<file path="src/rtl/core/sync_length_crc8_frame_parser_defines.svh">
// assertion macros for the frame parser rtl
`ifndef SYNC_LENGTH_CRC8_FRAME_PARSER_DEFINES_SVH
`define SYNC_LENGTH_CRC8_FRAME_PARSER_DEFINES_SVH

// checked on every clock edge outside reset
`define SLCFP_ASSERT(name, prop, msg) \
  name: assert property (@(posedge clk) disable iff (rst) prop) else $error(msg);

// checked on every clock edge, reset included
`define SLCFP_ASSERT_ALWAYS(name, prop, msg) \
  name: assert property (@(posedge clk) prop) else $error(msg);

`endif

</file>
<file path="src/rtl/core/slcfp_pkg.sv">
package slcfp_pkg;

  // parser phases
  typedef enum logic [2:0] {
    PH_SOF1   = 3'd0,
    PH_SOF2   = 3'd1,
    PH_CMD    = 3'd2,
    PH_SEQ    = 3'd3,
    PH_LEN_LO = 3'd4,
    PH_LEN_HI = 3'd5,
    PH_DATA   = 3'd6,
    PH_CRC    = 3'd7
  } phase_t;

  // configuration register indexes
  typedef enum logic [1:0] {
    REG_SYNC_FIRST  = 2'd0,
    REG_SYNC_SECOND = 2'd1,
    REG_MAX_LEN     = 2'd2
  } reg_idx_t;

  localparam int unsigned CFG_IDX_W  = 2;
  localparam int unsigned CFG_DATA_W = 16;

  // result kinds
  localparam logic KIND_PAYLOAD = 1'b0;
  localparam logic KIND_END     = 1'b1;

  // crc-8, poly 0x07, init 0x00, no reflection
  localparam logic [7:0] CRC_POLY = 8'h07;
  localparam logic [7:0] CRC_INIT = 8'h00;
  localparam logic [7:0] CRC_TOP  = 8'h80;

  // reset values of the configuration registers
  localparam logic [7:0]  SYNC_FIRST_RST  = 8'hAA;
  localparam logic [7:0]  SYNC_SECOND_RST = 8'h55;
  localparam logic [15:0] MAX_LEN_RST     = 16'd1024;

  // one byte through the crc, unrolled over its eight bits
  function automatic logic [7:0] crc8_byte(input logic [7:0] crc, input logic [7:0] b);
    logic [7:0] c;
    c = crc ^ b;
    for (int k = 0; k < 8; k++) begin
      if ((c & CRC_TOP) != 8'h00) c = {c[6:0], 1'b0} ^ CRC_POLY;
      else c = {c[6:0], 1'b0};
    end
    return c;
  endfunction

endpackage

</file>
<file path="src/rtl/core/slcfp_rx_if.sv">
interface slcfp_rx_if;
  logic       valid;
  logic       ready;
  logic [7:0] rx_byte;

  modport source (output valid, output rx_byte, input ready);
  modport sink (input valid, input rx_byte, output ready);
endinterface

</file>
<file path="src/rtl/core/slcfp_res_if.sv">
interface slcfp_res_if;
  logic        valid;
  logic        ready;
  logic        kind;
  logic [7:0]  payload_byte;
  logic [15:0] byte_index;
  logic [7:0]  frame_cmd;
  logic [7:0]  frame_seq;
  logic [15:0] payload_len;
  logic        crc_ok;
  logic        last;

  modport source (
    output valid, output kind, output payload_byte, output byte_index,
    output frame_cmd, output frame_seq, output payload_len, output crc_ok,
    output last, input ready
  );
  modport sink (
    input valid, input kind, input payload_byte, input byte_index,
    input frame_cmd, input frame_seq, input payload_len, input crc_ok,
    input last, output ready
  );
endinterface

</file>
<file path="src/rtl/core/slcfp_cfg_if.sv">
interface slcfp_cfg_if;
  import slcfp_pkg::*;
  logic                  valid;
  logic                  ready;
  logic [CFG_IDX_W-1:0]  index;
  logic [CFG_DATA_W-1:0] data;

  modport source (output valid, output index, output data, input ready);
  modport sink (input valid, input index, input data, output ready);
endinterface

</file>
<file path="src/rtl/core/sync_length_crc8_frame_parser.sv">
// channel  role   payload
// -------  -----  -------------------------------------------------------
// rx       sink   rx_byte
// res      source kind, payload_byte, byte_index, frame_cmd, frame_seq,
//                 payload_len, crc_ok, last
// cfg      sink   index, data (0 sync_first, 1 sync_second, 2 max_payload_len)
//
// one byte per cycle while res does not stall; a byte's result is in the output
// register the cycle after its transaction, set by the crc and phase update
// rx is ready whenever the output register is empty or being taken
// rst is synchronous, active high; config writes are always taken
// a stall on res holds the result and stalls rx from the next byte on
`include "sync_length_crc8_frame_parser_defines.svh"

module sync_length_crc8_frame_parser
  import slcfp_pkg::*;
(
  input logic         clk,
  input logic         rst,
  slcfp_rx_if.sink    rx,
  slcfp_res_if.source res,
  slcfp_cfg_if.sink   cfg
);

  // configuration registers
  logic [7:0]  sync_first;
  logic [7:0]  sync_second;
  logic [15:0] max_payload_len;

  // parser state
  phase_t      phase;
  phase_t      phase_next;
  logic [7:0]  crc;
  logic [7:0]  crc_next;
  logic [7:0]  cmd;
  logic [7:0]  cmd_next;
  logic [7:0]  seq;
  logic [7:0]  seq_next;
  logic [15:0] frame_length;
  logic [15:0] frame_length_next;
  logic [15:0] payload_count;
  logic [15:0] payload_count_next;

  // result register
  logic        res_valid;
  logic        res_kind;
  logic [7:0]  res_payload_byte;
  logic [15:0] res_byte_index;
  logic [7:0]  res_frame_cmd;
  logic [7:0]  res_frame_seq;
  logic [15:0] res_payload_len;
  logic        res_crc_ok;
  logic        res_last;

  logic        emit;
  logic        accept;
  logic [7:0]  b;
  logic [16:0] count_inc;
  logic [15:0] len_full;
  logic [7:0]  crc_seed;

  assign b         = rx.rx_byte;
  assign rx.ready  = !res_valid || res.ready;
  assign accept    = rx.valid && rx.ready;
  assign cfg.ready = 1'b1;
  assign count_inc = {1'b0, payload_count} + 17'd1;
  assign len_full  = {b, frame_length[7:0]};
  assign crc_seed  = (phase == PH_CMD) ? CRC_INIT : crc;

  // next phase
  always_comb begin
    phase_next = phase;
    case (phase)
      PH_SOF1:   if (b == sync_first) phase_next = PH_SOF2;
      PH_SOF2:   phase_next = (b == sync_second) ? PH_CMD : PH_SOF1;
      PH_CMD:    phase_next = PH_SEQ;
      PH_SEQ:    phase_next = PH_LEN_LO;
      PH_LEN_LO: phase_next = PH_LEN_HI;
      PH_LEN_HI: begin
        if (len_full > max_payload_len) phase_next = PH_SOF1;
        else if (len_full == 16'd0) phase_next = PH_CRC;
        else phase_next = PH_DATA;
      end
      PH_DATA:   if (count_inc >= {1'b0, frame_length}) phase_next = PH_CRC;
      PH_CRC:    phase_next = PH_SOF1;
      default:   phase_next = PH_SOF1;
    endcase
  end

  // header, crc and counter updates, result selection
  always_comb begin
    crc_next           = crc;
    cmd_next           = cmd;
    seq_next           = seq;
    frame_length_next  = frame_length;
    payload_count_next = payload_count;
    emit               = 1'b0;
    case (phase)
      PH_CMD: begin
        cmd_next = b;
        crc_next = crc8_byte(crc_seed, b);
      end
      PH_SEQ: begin
        seq_next = b;
        crc_next = crc8_byte(crc_seed, b);
      end
      PH_LEN_LO: begin
        frame_length_next = {8'h00, b};
        crc_next          = crc8_byte(crc_seed, b);
      end
      PH_LEN_HI: begin
        frame_length_next = len_full;
        crc_next          = crc8_byte(crc_seed, b);
        if (len_full <= max_payload_len && len_full != 16'd0) payload_count_next = 16'd0;
      end
      PH_DATA: begin
        crc_next           = crc8_byte(crc_seed, b);
        payload_count_next = count_inc[15:0];
        emit               = 1'b1;
      end
      PH_CRC:  emit = 1'b1;
      default: emit = 1'b0;
    endcase
  end

  // state, configuration and result registers
  always_ff @(posedge clk) begin
    if (rst) begin
      sync_first      <= SYNC_FIRST_RST;
      sync_second     <= SYNC_SECOND_RST;
      max_payload_len <= MAX_LEN_RST;
      phase           <= PH_SOF1;
      crc             <= CRC_INIT;
      cmd             <= 8'h00;
      seq             <= 8'h00;
      frame_length    <= 16'd0;
      payload_count   <= 16'd0;
      res_valid       <= 1'b0;
    end else begin
      if (cfg.valid && cfg.ready) begin
        case (cfg.index)
          REG_SYNC_FIRST:  sync_first      <= cfg.data[7:0];
          REG_SYNC_SECOND: sync_second     <= cfg.data[7:0];
          REG_MAX_LEN:     max_payload_len <= cfg.data;
          default:         ;
        endcase
      end
      if (accept) begin
        phase         <= phase_next;
        crc           <= crc_next;
        cmd           <= cmd_next;
        seq           <= seq_next;
        frame_length  <= frame_length_next;
        payload_count <= payload_count_next;
        res_valid     <= emit;
      end else if (res.ready) begin
        res_valid <= 1'b0;
      end
    end
  end

  // result payload, loaded with each emitting transaction
  always_ff @(posedge clk) begin
    if (accept && emit) begin
      res_frame_cmd   <= cmd;
      res_frame_seq   <= seq;
      res_payload_len <= frame_length;
      if (phase == PH_DATA) begin
        res_kind         <= KIND_PAYLOAD;
        res_payload_byte <= b;
        res_byte_index   <= payload_count;
        res_crc_ok       <= 1'b0;
        res_last         <= 1'b0;
      end else begin
        res_kind         <= KIND_END;
        res_payload_byte <= 8'h00;
        res_byte_index   <= 16'd0;
        res_crc_ok       <= (crc == b);
        res_last         <= 1'b1;
      end
    end
  end

  assign res.valid        = res_valid;
  assign res.kind         = res_kind;
  assign res.payload_byte = res_payload_byte;
  assign res.byte_index   = res_byte_index;
  assign res.frame_cmd    = res_frame_cmd;
  assign res.frame_seq    = res_frame_seq;
  assign res.payload_len  = res_payload_len;
  assign res.crc_ok       = res_crc_ok;
  assign res.last         = res_last;

  // checks
  `SLCFP_ASSERT_ALWAYS(a_reset_clears_result, rst |=> !res.valid, "result valid after reset")
  `SLCFP_ASSERT(a_quiet_phases, (accept && phase != PH_DATA && phase != PH_CRC) |=> !res.valid, "result from a header byte")
  `SLCFP_ASSERT(a_crc_closes_frame, (accept && phase == PH_CRC) |=> (res.valid && res.last && phase == PH_SOF1), "crc byte did not close the frame")
  `SLCFP_ASSERT(a_count_in_range, (phase == PH_DATA) |-> (payload_count < frame_length), "payload count past frame length")

endmodule
</file>
<file path="src/flat_wrapper.sv">
// flat-port wrapper written by rule: the top's interface ports become plain ports
module sync_length_crc8_frame_parser_flat import slcfp_pkg::*;
  (clk, rst, rx_valid, rx_rx_byte, rx_ready, res_valid, res_kind, res_payload_byte, res_byte_index, res_frame_cmd, res_frame_seq, res_payload_len, res_crc_ok, res_last, res_ready, cfg_valid, cfg_index, cfg_data, cfg_ready);
  slcfp_rx_if rx_i ();
  slcfp_res_if res_i ();
  slcfp_cfg_if cfg_i ();
  input logic clk;
  input logic rst;
  input wire logic [$bits(rx_i.valid)-1:0] rx_valid;
  input wire logic [$bits(rx_i.rx_byte)-1:0] rx_rx_byte;
  output wire logic [$bits(rx_i.ready)-1:0] rx_ready;
  output wire logic [$bits(res_i.valid)-1:0] res_valid;
  output wire logic [$bits(res_i.kind)-1:0] res_kind;
  output wire logic [$bits(res_i.payload_byte)-1:0] res_payload_byte;
  output wire logic [$bits(res_i.byte_index)-1:0] res_byte_index;
  output wire logic [$bits(res_i.frame_cmd)-1:0] res_frame_cmd;
  output wire logic [$bits(res_i.frame_seq)-1:0] res_frame_seq;
  output wire logic [$bits(res_i.payload_len)-1:0] res_payload_len;
  output wire logic [$bits(res_i.crc_ok)-1:0] res_crc_ok;
  output wire logic [$bits(res_i.last)-1:0] res_last;
  input wire logic [$bits(res_i.ready)-1:0] res_ready;
  input wire logic [$bits(cfg_i.valid)-1:0] cfg_valid;
  input wire logic [$bits(cfg_i.index)-1:0] cfg_index;
  input wire logic [$bits(cfg_i.data)-1:0] cfg_data;
  output wire logic [$bits(cfg_i.ready)-1:0] cfg_ready;
  assign rx_i.valid = rx_valid;
  assign rx_i.rx_byte = rx_rx_byte;
  assign rx_ready = rx_i.ready;
  assign res_valid = res_i.valid;
  assign res_kind = res_i.kind;
  assign res_payload_byte = res_i.payload_byte;
  assign res_byte_index = res_i.byte_index;
  assign res_frame_cmd = res_i.frame_cmd;
  assign res_frame_seq = res_i.frame_seq;
  assign res_payload_len = res_i.payload_len;
  assign res_crc_ok = res_i.crc_ok;
  assign res_last = res_i.last;
  assign res_i.ready = res_ready;
  assign cfg_i.valid = cfg_valid;
  assign cfg_i.index = cfg_index;
  assign cfg_i.data = cfg_data;
  assign cfg_ready = cfg_i.ready;
  sync_length_crc8_frame_parser u_core (.clk(clk), .rst(rst), .rx(rx_i), .res(res_i), .cfg(cfg_i));
endmodule
</file>
<file path="config.mk">
export PLATFORM = sky130hd
export DESIGN_NAME = sync_length_crc8_frame_parser_flat
export DESIGN_NICKNAME = d
export VERILOG_FILES = /design/src/rtl/core/slcfp_pkg.sv /design/src/rtl/core/slcfp_rx_if.sv /design/src/rtl/core/slcfp_res_if.sv /design/src/rtl/core/slcfp_cfg_if.sv /design/src/rtl/core/sync_length_crc8_frame_parser.sv /design/src/flat_wrapper.sv
export VERILOG_INCLUDE_DIRS = /design/src /design/src/rtl/core
export SDC_FILE = /design/constraint.sdc
export NUM_CORES = 1
export LEC_CHECK = 0
export BUFFER_PORTS_ARGS = -buffer_cell sky130_fd_sc_hd__buf_2
export CAP_MARGIN = 20
export CORE_MARGIN = 4
export CORE_UTILIZATION = 45
export CTS_CLUSTER_SIZE = 12
export DETAILED_ROUTE_END_ITERATION = 12
export HOLD_SLACK_MARGIN = 0.1
export PLACE_DENSITY = 0.67
export SETUP_SLACK_MARGIN = 0.02
export SYNTH_ARGS = -nofsm -noshare
export SYNTH_HDL_FRONTEND = slang
export SYNTH_SLANG_ARGS = --single-unit
</file>
<file path="constraint.sdc">
create_clock -name clk -period 2.8 [get_ports clk]
set_clock_uncertainty 0.05 [all_clocks]
set_input_delay 0.42 -clock clk [delete_from_list [all_inputs] [get_ports clk]]
set_output_delay 0.42 -clock clk [all_outputs]
set_load 0.005 [all_outputs]
</file>
Word-level counts from Yosys, hierarchy flattened
Index checks and enable logic that the tools add are counted.
{"block": "classes", "n_lt_le_gt_ge": 3, "n_bitwise": 38, "n_mul": 0, "n_reduce_logical": 24, "n_shift": 0, "muxes": 86, "n_eq_ne": 15, "div": 0, "addsub": 1}
{"operator": "$mux W8", "count": 36}
{"operator": "$mux W3", "count": 39}
{"operator": "$not A3 Y3", "count": 36}
{"operator": "$pmux W16 S2", "count": 2}
{"operator": "$pmux W8 S5", "count": 1}
{"operator": "$eq A8 B8 Y1", "count": 3}
{"operator": "$pmux W3 S8", "count": 1}
{"operator": "$add A16 B1 Y17 const B", "count": 1}
{"operator": "$ge A17 B16 Y1", "count": 1}
{"operator": "$gt A16 B16 Y1", "count": 1}
{"operator": "$le A16 B16 Y1", "count": 1}
{"operator": "$logic_not A16 Y1", "count": 1}
{"operator": "$mux W16", "count": 1}
{"operator": "$reduce_bool A16 Y1", "count": 1}
{"operator": "$reduce_and A2 Y1", "count": 7}
{"operator": "$eq A3 B3 Y1 const B", "count": 4}
{"operator": "$reduce_and A3 Y1", "count": 3}
{"operator": "$xor A8 B8 Y8", "count": 1}
{"operator": "$eq A3 B2 Y1 const B", "count": 2}
{"operator": "$ne A2 B1 Y1 const B", "count": 3}
{"operator": "$reduce_bool A2 Y1", "count": 3}
{"operator": "$mux W1", "count": 5}
{"operator": "$reduce_bool A5 Y1", "count": 1}
{"operator": "$eq A3 B1 Y1 const B", "count": 1}
{"operator": "10 further kinds", "count": 12}
{"block": "totals", "latchBits": 0, "memories": 0, "reg_bits": 150, "word_cells": 185, "mem_bits_ro": 0, "in_bits": 31, "out_inout_bits": 62, "ram_bits": 0}

Logic depth before layout (Yosys ltp)
Gate-level depths: netlist (run 1).
{"block": "depth", "ltp_word": 27, "mapped_depth": 14, "ltp_nobuf": 12}

Worst setup path before layout (run 1)
OpenSTA, ideal clock, no wires.
{"block": "synth_path", "path_kind": "input port to flip-flop", "start": "in res_ready", "end": "reg u_core.res_byte_index[0] (netlist: u_core.res.byte_index[0]) (enable)", "arrival_time_ps": 2242, "required_time_ps": 2338, "path_stages": 5, "path_buffers": 1, "setup_ps": 412, "slack_ps": 96, "path_cell_list": "nand2b_1 > and2_1 > clkbuf_1 > nand3_1 > inv_1"}
{"block": "synth_via", "elab_chain_cells": 3}
{"item": "start, declared", "line_no": "flat_wrapper.sv:21", "source": "input wire logic [$bits(res_i.ready)-1:0] res_ready;"}
{"item": "$logic_or A1 B1 Y1", "line_no": "sync_length_crc8_frame_parser.sv:63", "source": "assign rx.ready = !res_valid || res.ready;"}
{"item": "$logic_and A1 B1 Y1", "line_no": "sync_length_crc8_frame_parser.sv:64", "source": "assign accept = rx.valid && rx.ready;"}
{"item": "$logic_and A1 B1 Y1", "line_no": "sync_length_crc8_frame_parser.sv:164", "source": "if (accept && emit) begin"}
{"item": "end signal, assigned", "line_no": "sync_length_crc8_frame_parser.sv:171", "source": "res_byte_index <= payload_count;"}
{"item": "end, declared", "line_no": "sync_length_crc8_frame_parser.sv:48", "source": "logic [15:0] res_byte_index;"}
No other way between the ends.
A chain may end at the register's enable or synchronous reset.

Worst setup path in the final report (run 1)
{"block": "layout_path", "start": "reg u_core.payload_count[1]", "end": "reg u_core.phase[0]"}
{"block": "layout_via", "elab_chain_cells": 4}
{"item": "start, declared", "line_no": "sync_length_crc8_frame_parser.sv:41", "source": "logic [15:0] payload_count;"}
{"item": "start signal, assigned", "line_no": "sync_length_crc8_frame_parser.sv:154", "source": "payload_count <= payload_count_next;"}
{"item": "$add A16 B1 Y17", "line_no": "sync_length_crc8_frame_parser.sv:66", "source": "assign count_inc = {1'b0, payload_count} + 17'd1;"}
{"item": "$ge A17 B16 Y1", "line_no": "sync_length_crc8_frame_parser.sv:84", "source": "PH_DATA: if (count_inc >= {1'b0, frame_length}) phase_next = PH_CRC;"}
{"item": "$ne A2 B1 Y1 (no source line)"}
{"item": "$reduce_and A3 Y1 (no source line)"}
{"item": "end signal, assigned", "line_no": "sync_length_crc8_frame_parser.sv:149", "source": "phase <= phase_next;"}
{"item": "end, declared", "line_no": "sync_length_crc8_frame_parser.sv:31", "source": "phase_t phase;"}
No other way between the ends.

==> results of run 1 <==
[metrics by stage]
step	setup slack (ps)	setup TNS [ps]	instances	total power, uW
after CTS	61.22	0	1055	4819
after global placement	128.1	0	1023	2569
after detailed placement	59.59	0	1023	2579
after floorplan	96.08	0	724	2494
final	90.72	0	1056	4778
after global routing	-2.254	-2.254	1056	4953
[Yosys cell counts, types with 4 or more instances]
cell type  instances
xnor2_1           38
edfxtp_1          58
a211o_1            8
nand4_1           13
and3_1             4
xor2_1            28
mux2i_1           37
nor2b_1            5
nor3b_1            5
inv_1             38
nor4_1            11
nor3_1            19
a211oi_1           5
a21oi_1           34
nand3_1           19
ha_1              33
o21ai_0           16
nand2_1           67
and2_1            26
clkbuf_1          36
nand3b_1          15
nor2_1            67
dfxtp_1           92
[worst min-delay path, cell delays in order]
cell      delay [ps]
buf_2             70
nand2_1           40
nand3b_1          60
[flip-flops by register name, summed over array words and instances (netlist names)]
register / flops
u_core.max_payload_len: 16
u_core.payload_count: 16
u_core.res.frame_seq: 8
u_core.res.byte_index: 16
u_core.cmd: 8
u_core.seq: 8
u_core.res.kind: 1
u_core.res.payload_byte: 8
u_core.phase: 3
u_core.res.frame_cmd: 8
u_core.frame_length: 16
u_core.res.crc_ok: 1
u_core.res.valid: 1
u_core.crc: 8
u_core.sync_first: 8
u_core.res.payload_len: 16
u_core.sync_second: 8
[cell families after synthesis]
kind of cell | synth area share
buf+inv | 0.04644
simple gates | 0.1868
compound gates | 0.07503
fa+ha+maj | 0.05718
other cells | 0.0005193
xor+xnor | 0.08647
flops | 0.4963
mux | 0.05129
[how the worst min path moves through the flow]
stage | startpoint | to | cells past startpoint
2_1_floorplan | u_core.cmd[0]$_SDFFE_PP0P_ | u_core.res.frame_cmd[0]$_DFFE_PP_ | 0
3_3_place_gp | u_core.cmd[4]$_SDFFE_PP0P_ | u_core.res.frame_cmd[4]$_DFFE_PP_ | 0
3_5_place_dp | u_core.seq[4]$_SDFFE_PP0P_ | u_core.res.frame_seq[4]$_DFFE_PP_ | 0
4_1_cts | cfg_data[10] | u_core.max_payload_len[10]$_SDFFE_PP1P_ | 3
5_1_grt | cfg_data[15] | u_core.max_payload_len[15]$_SDFFE_PP0P_ | 3
6_report | cfg_data[10] | u_core.max_payload_len[10]$_SDFFE_PP1P_ | 3
[final cells by class]
class / instances / area, um^2
fill: 1389 / 7119
inverter: 38 / 142.6
clock buffer: 19 / 442.9
sequential: 150 / 3592
timing repair buffer: 130 / 777.0
multi-input combinational: 490 / 3337
clock inverter: 13 / 146.4
tap: 216 / 270.3
[what timing repair did]
item,4_1_cts,5_1_grt
hold buffers,0,0
setup buffers,0,1
resized for setup,2,13
cloned,0,0
setup endpoints to repair,1,1
hold endpoints to repair,0,0
pin swaps,1,6
[layer usage]
metal | routed length [um] | up-vias | share of wire | GRT usage
met5 | 0 | - | 0 | 0
met4 | 264 | 0 | 0.016 | 0.04977
met3 | 971 | 26 | 0.059 | 0.04471
met2 | 7654 | 191 | 0.46 | 0.2877
met1 | 7636 | 2563 | 0.46 | 0.2529
li1 | - | 2710 | - | -
[power groups by stage]
stage	clock network, uW	logic, uW	registers (uW)
after CTS	2290	255	2280
after detailed placement	0	253	2330
after floorplan	0	171	2320
after global routing	2390	283	2280
after global placement	0	245	2320
final	2250	255	2280
[cell usage in the layout (no fill, tap or decap), types with 8 or more instances in the layout]
cell type	synthesis	layout
nand3_1	19	19
edfxtp_1	58	58
xor2_1	28	28
nand4_1	13	13
xnor2_1	38	36
clkbuf_16	0	17
a211o_1	8	8
o21ai_0	16	15
a21oi_1	34	34
and2_1	26	26
nand3b_1	15	15
nor4_1	11	11
buf_4	2	36
nor2_1	67	67
mux2i_1	37	37
nor3_1	19	19
buf_2	3	91
ha_1	33	32
dfxtp_1	92	89
inv_1	38	37
nand2_1	67	67
==> run summary, run 1 <==
CP startpoint kind -> register
cell family with most CP delay -> simple AND/OR/NAND/NOR gates
maximum VDD drop -> 0.0003597 V
combinational fraction of design power -> 0.053
main flop type after synthesis -> dfxtp_1
FF-to-FF End -> u_core.phase[0]$_SDFFE_PP0P_
max-slew violations -> 0
Clk Latency, worst-skew pair -> 430 ps
dominant cell type by area after synthesis -> dfxtp_1
Area Overhead vs Synth -> 20.60%
GPL Wtd Cong -> 0.8799
Critical path buffers and inverters -> 0
final hold viol count -> 0
Synth Area per Inst -> 9.973 um^2
CTS Buffer Depth -> 2
worst-path fanout max -> 6
initial core utilization -> 0.4562
mean routed wirelength per cell -> 15.65 um
#FFs+latches synth -> 150
total track usage -> 0.1827
DIE AREA -> 18140 um^2
ratio of cells with drive above 1 in the final layout -> 0.2131
via density per instance -> 5.199
Synth area leaders -> dfxtp_1 26%, edfxtp_1 24%, ha_1 5.7%
Post-DRT Antenna Nets -> 0
antenna violations before repair -> 0
Pleak -> 0.003561 uW
data required time of the worst path -> 3050 ps
CP max-delay cell -> a2111oi_0
core area -> 15830 um^2
kind of end point of the critical path -> register
Root Buffer -> clkbuf_16
clock transition at the registers of the reported paths -> 60 ps
gr ovfl total -> 0
cell depth of the worst setup path -> 12
Placed Instance Area -> 8064 um^2
EDFF count, synth -> 58
Post-DP HPWL -> 11500 um
Site Rows -> 46
R2R Setup Slk -> 90 ps
Num CTS Buffers -> 17
P_sw -> 1061 uW
Reg power frac -> 0.476
Int Pwr -> 3717 uW
Num Clock Sinks -> 150
First-pass DRT Iterations -> 5
Clock Power Share -> 0.470
hold crit path type -> input port to register
Final Instance Area -> 8708 um^2
number of global-route vias before repair -> 5208
crit path time final -> 2709 ps
DRC -> 0
register area share after synthesis -> 0.4963
Sw Ratio -> 0.2221
first-pass GRT wire length -> 26170 um
TritonCTS clock tree -> yes
Worst Setup SP -> u_core.payload_count[1]$_SDFFE_PP0P_
via count -> 5490
IO buf count -> 91
Initial DRC Count -> 381
Die W -> 134.7 um
Slew Limit Headroom -> 0.4620
ant diodes -> 0
I/O pin cnt -> 93
outcome -> finished clean
Die Ht -> 134.7 um
Routed WL -> 16530 um
Min Hold Slack -> 159.6 ps
Post-Syn Instances -> 724
crit path cell chain -> ha_2 -> and3_4 -> and3_1 -> nand3_1 -> xnor2_2 -> ha_1 -> nand4_1 -> nor4_1 -> a2111oi_0 -> o21ai_1 -> a211oi_2 -> nor4_2
worst-margin pin slew -> 807.0 ps
worst r2r path cells -> 12
final setup violation count -> 0
MaxCap Viol Count -> 0
asr flop ratio synth -> 0
Synth top area share -> 0.2551
largest net degree at the start of global routing -> 52
Max Fclk -> 369.1 MHz
Mapped Nets -> 788
cell area power density -> 548.7 nW/um^2
crit path capture -> u_core.phase[0]$_SDFFE_PP0P_
synthesized area -> 7221 um^2
# nets final -> 891
Max stage delay on crit path -> 390 ps
Reg-to-Reg Start -> u_core.payload_count[1]$_SDFFE_PP0P_
synth warn -> 0
Critical Path AT -> 2960 ps
kind of critical path -> register to register
post-layout util -> 0.5502
Netlist cell types -> 55
Final period util -> 0.9676
htree depth -> 4
Power figures use the tool's default switching activity.
==> inputs of run 2 (changes only) <==
--- a/config.mk
+++ b/config.mk
@@ -6,15 +6,15 @@
 export SDC_FILE = /design/constraint.sdc
 export NUM_CORES = 1
 export LEC_CHECK = 0
-export BUFFER_PORTS_ARGS = -buffer_cell sky130_fd_sc_hd__buf_2
 export CAP_MARGIN = 20
 export CORE_MARGIN = 4
 export CORE_UTILIZATION = 45
 export CTS_CLUSTER_SIZE = 12
 export DETAILED_ROUTE_END_ITERATION = 12
+export DONT_BUFFER_PORTS = 1
 export HOLD_SLACK_MARGIN = 0.1
-export PLACE_DENSITY = 0.67
 export SETUP_SLACK_MARGIN = 0.02
+export SKIP_CTS_REPAIR_TIMING = 1
 export SYNTH_ARGS = -nofsm -noshare
 export SYNTH_HDL_FRONTEND = slang
 export SYNTH_SLANG_ARGS = --single-unit
==> run 2 against run 1 <==
  * Flip-flop and latch count did not move
  * Final area fell by 0.10%
  * Highest routed layer unchanged
  * Register-to-register slack improved by 30 ps
  * Via count fell by 2.8%
  * First-iteration DRC count fell by 5.2%
  * Hold slack got worse by 69 ps
  * Global-route usage barely moved
  * Critical path depth did not move
==> run summary, run 2 (synthesis gave the netlist of run 1 again) <==
kind of critical path -> register to register
total track usage -> 0.1823 (-0.0003544)
DIE AREA -> 18140 um^2 (unchanged)
commonest cells after routing, fill and taps aside -> 89 x dfxtp_1, 67 x nand2_1, 65 x nor2_1
mean routed wirelength per cell -> 17.33 um (+11%)
RSZ-0062 raised after global routing -> true
Area Overhead vs Synth -> 20.48%
initial core utilization -> 0.4562 (unchanged)
P_sw -> 1008 uW (-5.0%)
Num CTS Buffers -> 17 (unchanged)
max-slew violations -> 0 (unchanged)
Pleak -> 0.003477 uW (-2.4%)
largest net degree at the start of global routing -> 113 (+120%)
Die Ht -> 134.7 um (unchanged)
outcome -> finished clean
CP max-delay cell -> dfxtp_2
Slew Limit Headroom -> 0.4808 (+0.01886)
CTS Buffer Depth -> 2 (unchanged)
Sw Ratio -> 0.2043 (-0.01779)
number of global-route vias before repair -> 5067 (-2.7%)
first-pass GRT wire length -> 26000 um (-0.66%)
First-pass DRT Iterations -> 5 (unchanged)
cell area power density -> 567.3 nW/um^2 (+3.4%)
crit path cell chain -> ha_1 -> and3_4 -> and3_4 -> nand3_2 -> xnor2_2 -> ha_1 -> nand4_1 -> nor4_2 -> a2111oi_2 -> o21ai_1 -> a211oi_2 -> nor4_2
Final period util -> 0.9566 (-0.01103)
core area -> 15830 um^2 (unchanged)
Root Buffer -> clkbuf_16
final hold viol count -> 0 (unchanged)
Clock Power Share -> 0.499 (+0.029)
data required time of the worst path -> 3050 ps (about the same)
MaxCap Viol Count -> 0 (unchanged)
kind of end point of the critical path -> register
via density per instance -> 5.351 (+2.9%)
ratio of cells with drive above 1 in the final layout -> 0.1101 (-0.1030)
Num Clock Sinks -> 150 (unchanged)
CP startpoint kind -> register
Reg power frac -> 0.461 (-0.015)
worst-path fanout max -> 6 (unchanged)
DRC -> 0 (unchanged)
hold crit path type -> input port to register
gr ovfl total -> 0 (unchanged)
post-layout util -> 0.5496 (-0.0005540)
Critical Path AT -> 2930 ps (-30 ps)
# nets final -> 832 (-6.6%)
Max stage delay on crit path -> 370 ps (-20 ps)
I/O pin cnt -> 93 (unchanged)
Post-DP HPWL -> 11320 um (-1.5%)
Post-DRT Antenna Nets -> 0 (unchanged)
Critical path buffers and inverters -> 0 (unchanged)
TritonCTS clock tree -> yes
Int Pwr -> 3927 uW (+5.6%)
htree depth -> 4 (unchanged)
Die W -> 134.7 um (unchanged)
Max Fclk -> 373.4 MHz (+1.2%)
combinational fraction of design power -> 0.040 (-0.013)
GPL Wtd Cong -> 0.9025 (+2.6%)
maximum VDD drop -> 0.0004175 V (+16%)
clock transition at the registers of the reported paths -> 60 ps (about the same)
Routed WL -> 17280 um (+4.5%)
IO buf count -> 0 (-100%)
commonest non-fill, non-tap cell in the layout -> dfxtp_1
Inst Count DP -> 921 (-10%)
crit path time final -> 2678 ps (-30.88 ps)
Clk Latency, worst-skew pair -> 420 ps (about the same)
Finished Layout Cells -> 997 (-5.6%)
Site Rows -> 46 (unchanged)
final setup violation count -> 0 (unchanged)
cell family with most CP delay -> simple AND/OR/NAND/NOR gates
worst-margin pin slew -> 776.9 ps (-30.17 ps)
Initial DRC Count -> 361 (-5.2%)
ant diodes -> 0 (unchanged)
antenna violations before repair -> 0 (unchanged)
via count -> 5335 (-2.8%)
run 2: cell count changes in the layout (fill, tap and decap cells not counted), sizes merged:
cell | previous run | this run
buf | 130 | 30
dlygate4sd3 | 0 | 41
clkinv | 3 | 6
clkinvlp | 4 | 1
bufinv | 2 | 4
inv | 42 | 40
run 2: per-layer routing:
metal	up-vias	track usage	routed length (um)
met2	148	0.2885	8235
met3	16	0.05887	1181
li1	2583	-	-
met1	2588	0.2398	7665
met5	-	0	0
met4	0	0.05486	196
run 2: power by group through the flow:
stage | Clock [uW] | Combinational (uW) | Sequential [uW]
CTS | 2500 | 162 | 2280
detailed placement | 0 | 160 | 2330
global placement | 0 | 155 | 2320
finish | 2460 | 195 | 2280
floorplan | 0 | 171 | 2320
global route | 2610 | 218 | 2280
run 2: worst paths after layout:
check	startpoint	endpoint	slack, ps	cells past startpoint
max	u_core.payload_count[1]$_SDFFE_PP0P_	u_core.phase[0]$_SDFFE_PP0P_	120	12
min	cfg_data[2]	u_core.max_payload_len[2]$_SDFFE_PP0P_	90	2
max reg2reg	u_core.payload_count[1]$_SDFFE_PP0P_	u_core.phase[0]$_SDFFE_PP0P_	120	12
min reg2reg	u_core.cmd[3]$_SDFFE_PP0P_	u_core.res.frame_cmd[3]$_DFFE_PP_	390	0
run 2: final cells by class:
| class | instances | area [um^2] |
|---|---|---|
| inverter | 38 | 142.6 |
| clock inverter | 13 | 196.4 |
| clock buffer | 19 | 454.2 |
| fill | 1426 | 7128 |
| tap | 216 | 270.3 |
| multi-input combinational | 490 | 3366 |
| timing repair buffer | 71 | 680.7 |
| sequential | 150 | 3590 |
run 2: through the flow:
stage               power, uW  setup slack, ps  hold WS (ps)  setup TNS (ps)  area (um^2)
floorplan                2494            96.08         358.0               0         7221
global placement         2479            127.6         371.0               0         7526
detailed placement       2485           -22.89         373.3          -22.89         7526
CTS                      4937           -46.57         13.84          -46.57         8177
global route             5103           -78.71         101.7          -78.71         8700
finish                   4935            121.6         90.68               0         8700
==> inputs of run 3 (changes only) <==
--- a/config.mk
+++ b/config.mk
@@ -8,11 +8,12 @@
 export LEC_CHECK = 0
 export CAP_MARGIN = 20
 export CORE_MARGIN = 4
-export CORE_UTILIZATION = 45
+export CORE_UTILIZATION = 60
+export CTS_BUF_LIST = sky130_fd_sc_hd__clkbuf_4 sky130_fd_sc_hd__clkbuf_8
 export CTS_CLUSTER_SIZE = 12
 export DETAILED_ROUTE_END_ITERATION = 12
 export DONT_BUFFER_PORTS = 1
-export HOLD_SLACK_MARGIN = 0.1
+export PLACE_DENSITY = 0.79
 export SETUP_SLACK_MARGIN = 0.02
 export SKIP_CTS_REPAIR_TIMING = 1
 export SYNTH_ARGS = -nofsm -noshare
==> run 3 against run 2 <==
  * Non-clock buffer count fell by 42
  * Flip-flop and latch count did not move
  * Global-route usage rose by 4.5 points
  * Critical path depth did not move
  * Register-to-register slack barely moved
  * Count of clock-buffer cells in the layout rose by 1
  * First-iteration DRC count fell by 4.4%
  * Cell count fell by 12%
  * Critical path type unchanged
  * Critical endpoint unchanged
  * Largest power group is now registers
==> run summary, run 3 (synthesis gave the netlist of run 1 again) <==
outcome -> finished clean
via density per instance -> 5.842 (+9.2%)
Initial DRC Count -> 345 (-4.4%)
largest net degree at the start of global routing -> 113 (unchanged)
TritonCTS clock tree -> yes
IO buf count -> 0 (unchanged)
# nets final -> 790 (-5.0%)
Num CTS Buffers -> 17 (unchanged)
clock transition at the registers of the reported paths -> 70 ps (about the same)
cell area power density -> 508.1 nW/um^2 (-10%)
total track usage -> 0.2276 (+0.04529)
hold crit path type -> input port to register
Die W -> 117.7 um (-13%)
kind of end point of the critical path -> register
Max stage delay on crit path -> 490 ps (+120 ps)
Root Buffer -> clkbuf_8
Die Ht -> 117.7 um (-13%)
htree depth -> 4 (unchanged)
Placed Instance Area -> 7390 um^2 (-1.8%)
Reg-to-Reg Start -> u_core.payload_count[6]$_SDFFE_PP0P_
final setup violation count -> 0 (unchanged)
GPL Wtd Cong -> 0.8858 (-1.9%)
DIE AREA -> 13850 um^2 (-24%)
Sw Ratio -> 0.2092 (+0.004910)
core area -> 11610 um^2 (-27%)
CP startpoint kind -> register
DRC -> 0 (unchanged)
Hold Path Sink -> u_core.frame_length[7]$_SDFFE_PP0P_
ant diodes -> 0 (unchanged)
max-slew violations -> 0 (unchanged)
Max Fclk -> 372.2 MHz (-0.31%)
CTS Buffer Depth -> 2 (unchanged)
crit path cell chain -> nand2_1 -> nor2_2 -> nand4_1 -> buf_4 -> xnor2_1 -> ha_1 -> nand4_1 -> nor4_2 -> a2111oi_2 -> o21ai_1 -> a211oi_2 -> nor4_2
Int Pwr -> 3163 uW (-19%)
crit path time final -> 2687 ps (+8.349 ps)
Critical path buffers and inverters -> 1 (+1)
Final Instance Area -> 7873 um^2 (-9.5%)
Routed WL -> 15440 um (-11%)
Clock Power Share -> 0.391 (-0.108)
cell depth of the worst setup path -> 12 (unchanged)
setup TNS -> 0 ps (unchanged)
first-pass GRT wire length -> 25200 um (-3.1%)
number of global-route vias before repair -> 5019 (-0.95%)
Reg power frac -> 0.569 (+0.108)
Final period util -> 0.9596 (+0.002982)
Clk Latency, worst-skew pair -> 450 ps (+30 ps)
worst r2r path cells -> 12 (unchanged)
Finished Layout Cells -> 882 (-12%)
Slew Limit Headroom -> 0.4745 (-0.006387)
Post-DP HPWL -> 10530 um (-6.9%)
Hold Path Stages -> 1 (-1)
Post-DRT Antenna Nets -> 0 (unchanged)
cell family with most CP delay -> simple AND/OR/NAND/NOR gates
gr ovfl total -> 0 (unchanged)
I/O pin cnt -> 93 (unchanged)
final hold viol count -> 0 (unchanged)
RSZ-0062 raised after global routing -> true
hold path start -> rst
commonest cells after routing, fill and taps aside -> 91 x dfxtp_1, 67 x nand2_1, 65 x nor2_1
Pleak -> 0.003076 uW (-12%)
worst-margin pin slew -> 786.4 ps (+9.558 ps)
via count -> 5153 (-3.4%)
MaxCap Viol Count -> 0 (unchanged)
CP max-delay cell -> dfxtp_1
R2R Setup Slk -> 110 ps (about the same)
P_sw -> 836.8 uW (-17%)
antenna violations before repair -> 0 (unchanged)
Site Rows -> 39 (-15%)
Inst Count DP -> 842 (-8.6%)
data required time of the worst path -> 3090 ps (+40 ps)
First-pass DRT Iterations -> 5 (unchanged)
kind of critical path -> register to register
mean routed wirelength per cell -> 17.51 um (+1.0%)
Num Clock Sinks -> 150 (unchanged)
maximum VDD drop -> 0.0003020 V (-28%)
initial core utilization -> 0.6217 (+0.1655)
commonest non-fill, non-tap cell in the layout -> dfxtp_1
combinational fraction of design power -> 0.040 (about the same)
Area Overhead vs Synth -> 9.028%
ratio of cells with drive above 1 in the final layout -> 0.09608 (-0.01404)
FF-to-FF End -> u_core.phase[0]$_SDFFE_PP0P_
Critical Path AT -> 2980 ps (+50 ps)
worst-path fanout max -> 8 (+2)
==> run 3: power groups by stage <==
stage	combinational, uW	sequential [uW]	clock, uW
floorplan	171	2320	0
global placement	151	2320	0
detailed placement	159	2330	0
CTS	160	2280	1590
global route	180	2280	1660
finish	160	2280	1560
==> run 3: worst max path at each step <==
stage	slack, ps	start	endpoint
after floorplan	100	res_ready	u_core.res.byte_index[0]$_SDFFCE_PN0P_
after global placement	170	u_core.payload_count[0]$_SDFFE_PP0P_	u_core.phase[0]$_SDFFE_PP0P_
after detailed placement	-20	u_core.payload_count[0]$_SDFFE_PP0P_	u_core.phase[0]$_SDFFE_PP0P_
after CTS	-50	u_core.payload_count[0]$_SDFFE_PP0P_	u_core.phase[0]$_SDFFE_PP0P_
after global routing	-30	u_core.payload_count[3]$_SDFFE_PP0P_	u_core.phase[0]$_SDFFE_PP0P_
final	110	u_core.payload_count[6]$_SDFFE_PP0P_	u_core.phase[0]$_SDFFE_PP0P_
==> run 3: layer usage <==
metal | global-route usage | share of wire
met1 | 0.2964 | 0.44
met2 | 0.3557 | 0.46
met3 | 0.06920 | 0.075
met4 | 0.09158 | 0.023
met5 | 0 | 0
==> run 3: cell type report <==
cell class / count / area [um^2]
fill: 913 / 3741
clock inverter: 12 / 110.1
tap: 143 / 178.9
clock buffer: 20 / 262.8
timing repair buffer: 29 / 255.2
sequential: 150 / 3585
multi-input combinational: 490 / 3338
inverter: 38 / 142.6
==> run 3: worst reg2reg max path: stages, from the launching register on <==
cell	delay (ps)
dfxtp_1	490
nand2_1	110
nor2_2	200
nand4_1	230
buf_4	210
xnor2_1	200
ha_1	290
nand4_1	110
nor4_2	60
a2111oi_2	230
o21ai_1	150
a211oi_2	190
nor4_2	70
==> run 3: through the flow <==
step	power [uW]	hold slack, ps	util	worst slack (ps)
after detailed placement	2485	369.6	0.6363	-24.36
final	4000	7.932	0.6779	113.3
after global placement	2476	365.3	0.6363	169.6
after global routing	4121	-40.49	0.6779	-33.61
after floorplan	2494	358.0	-	96.08
after CTS	4024	-33.44	0.6684	-54.88
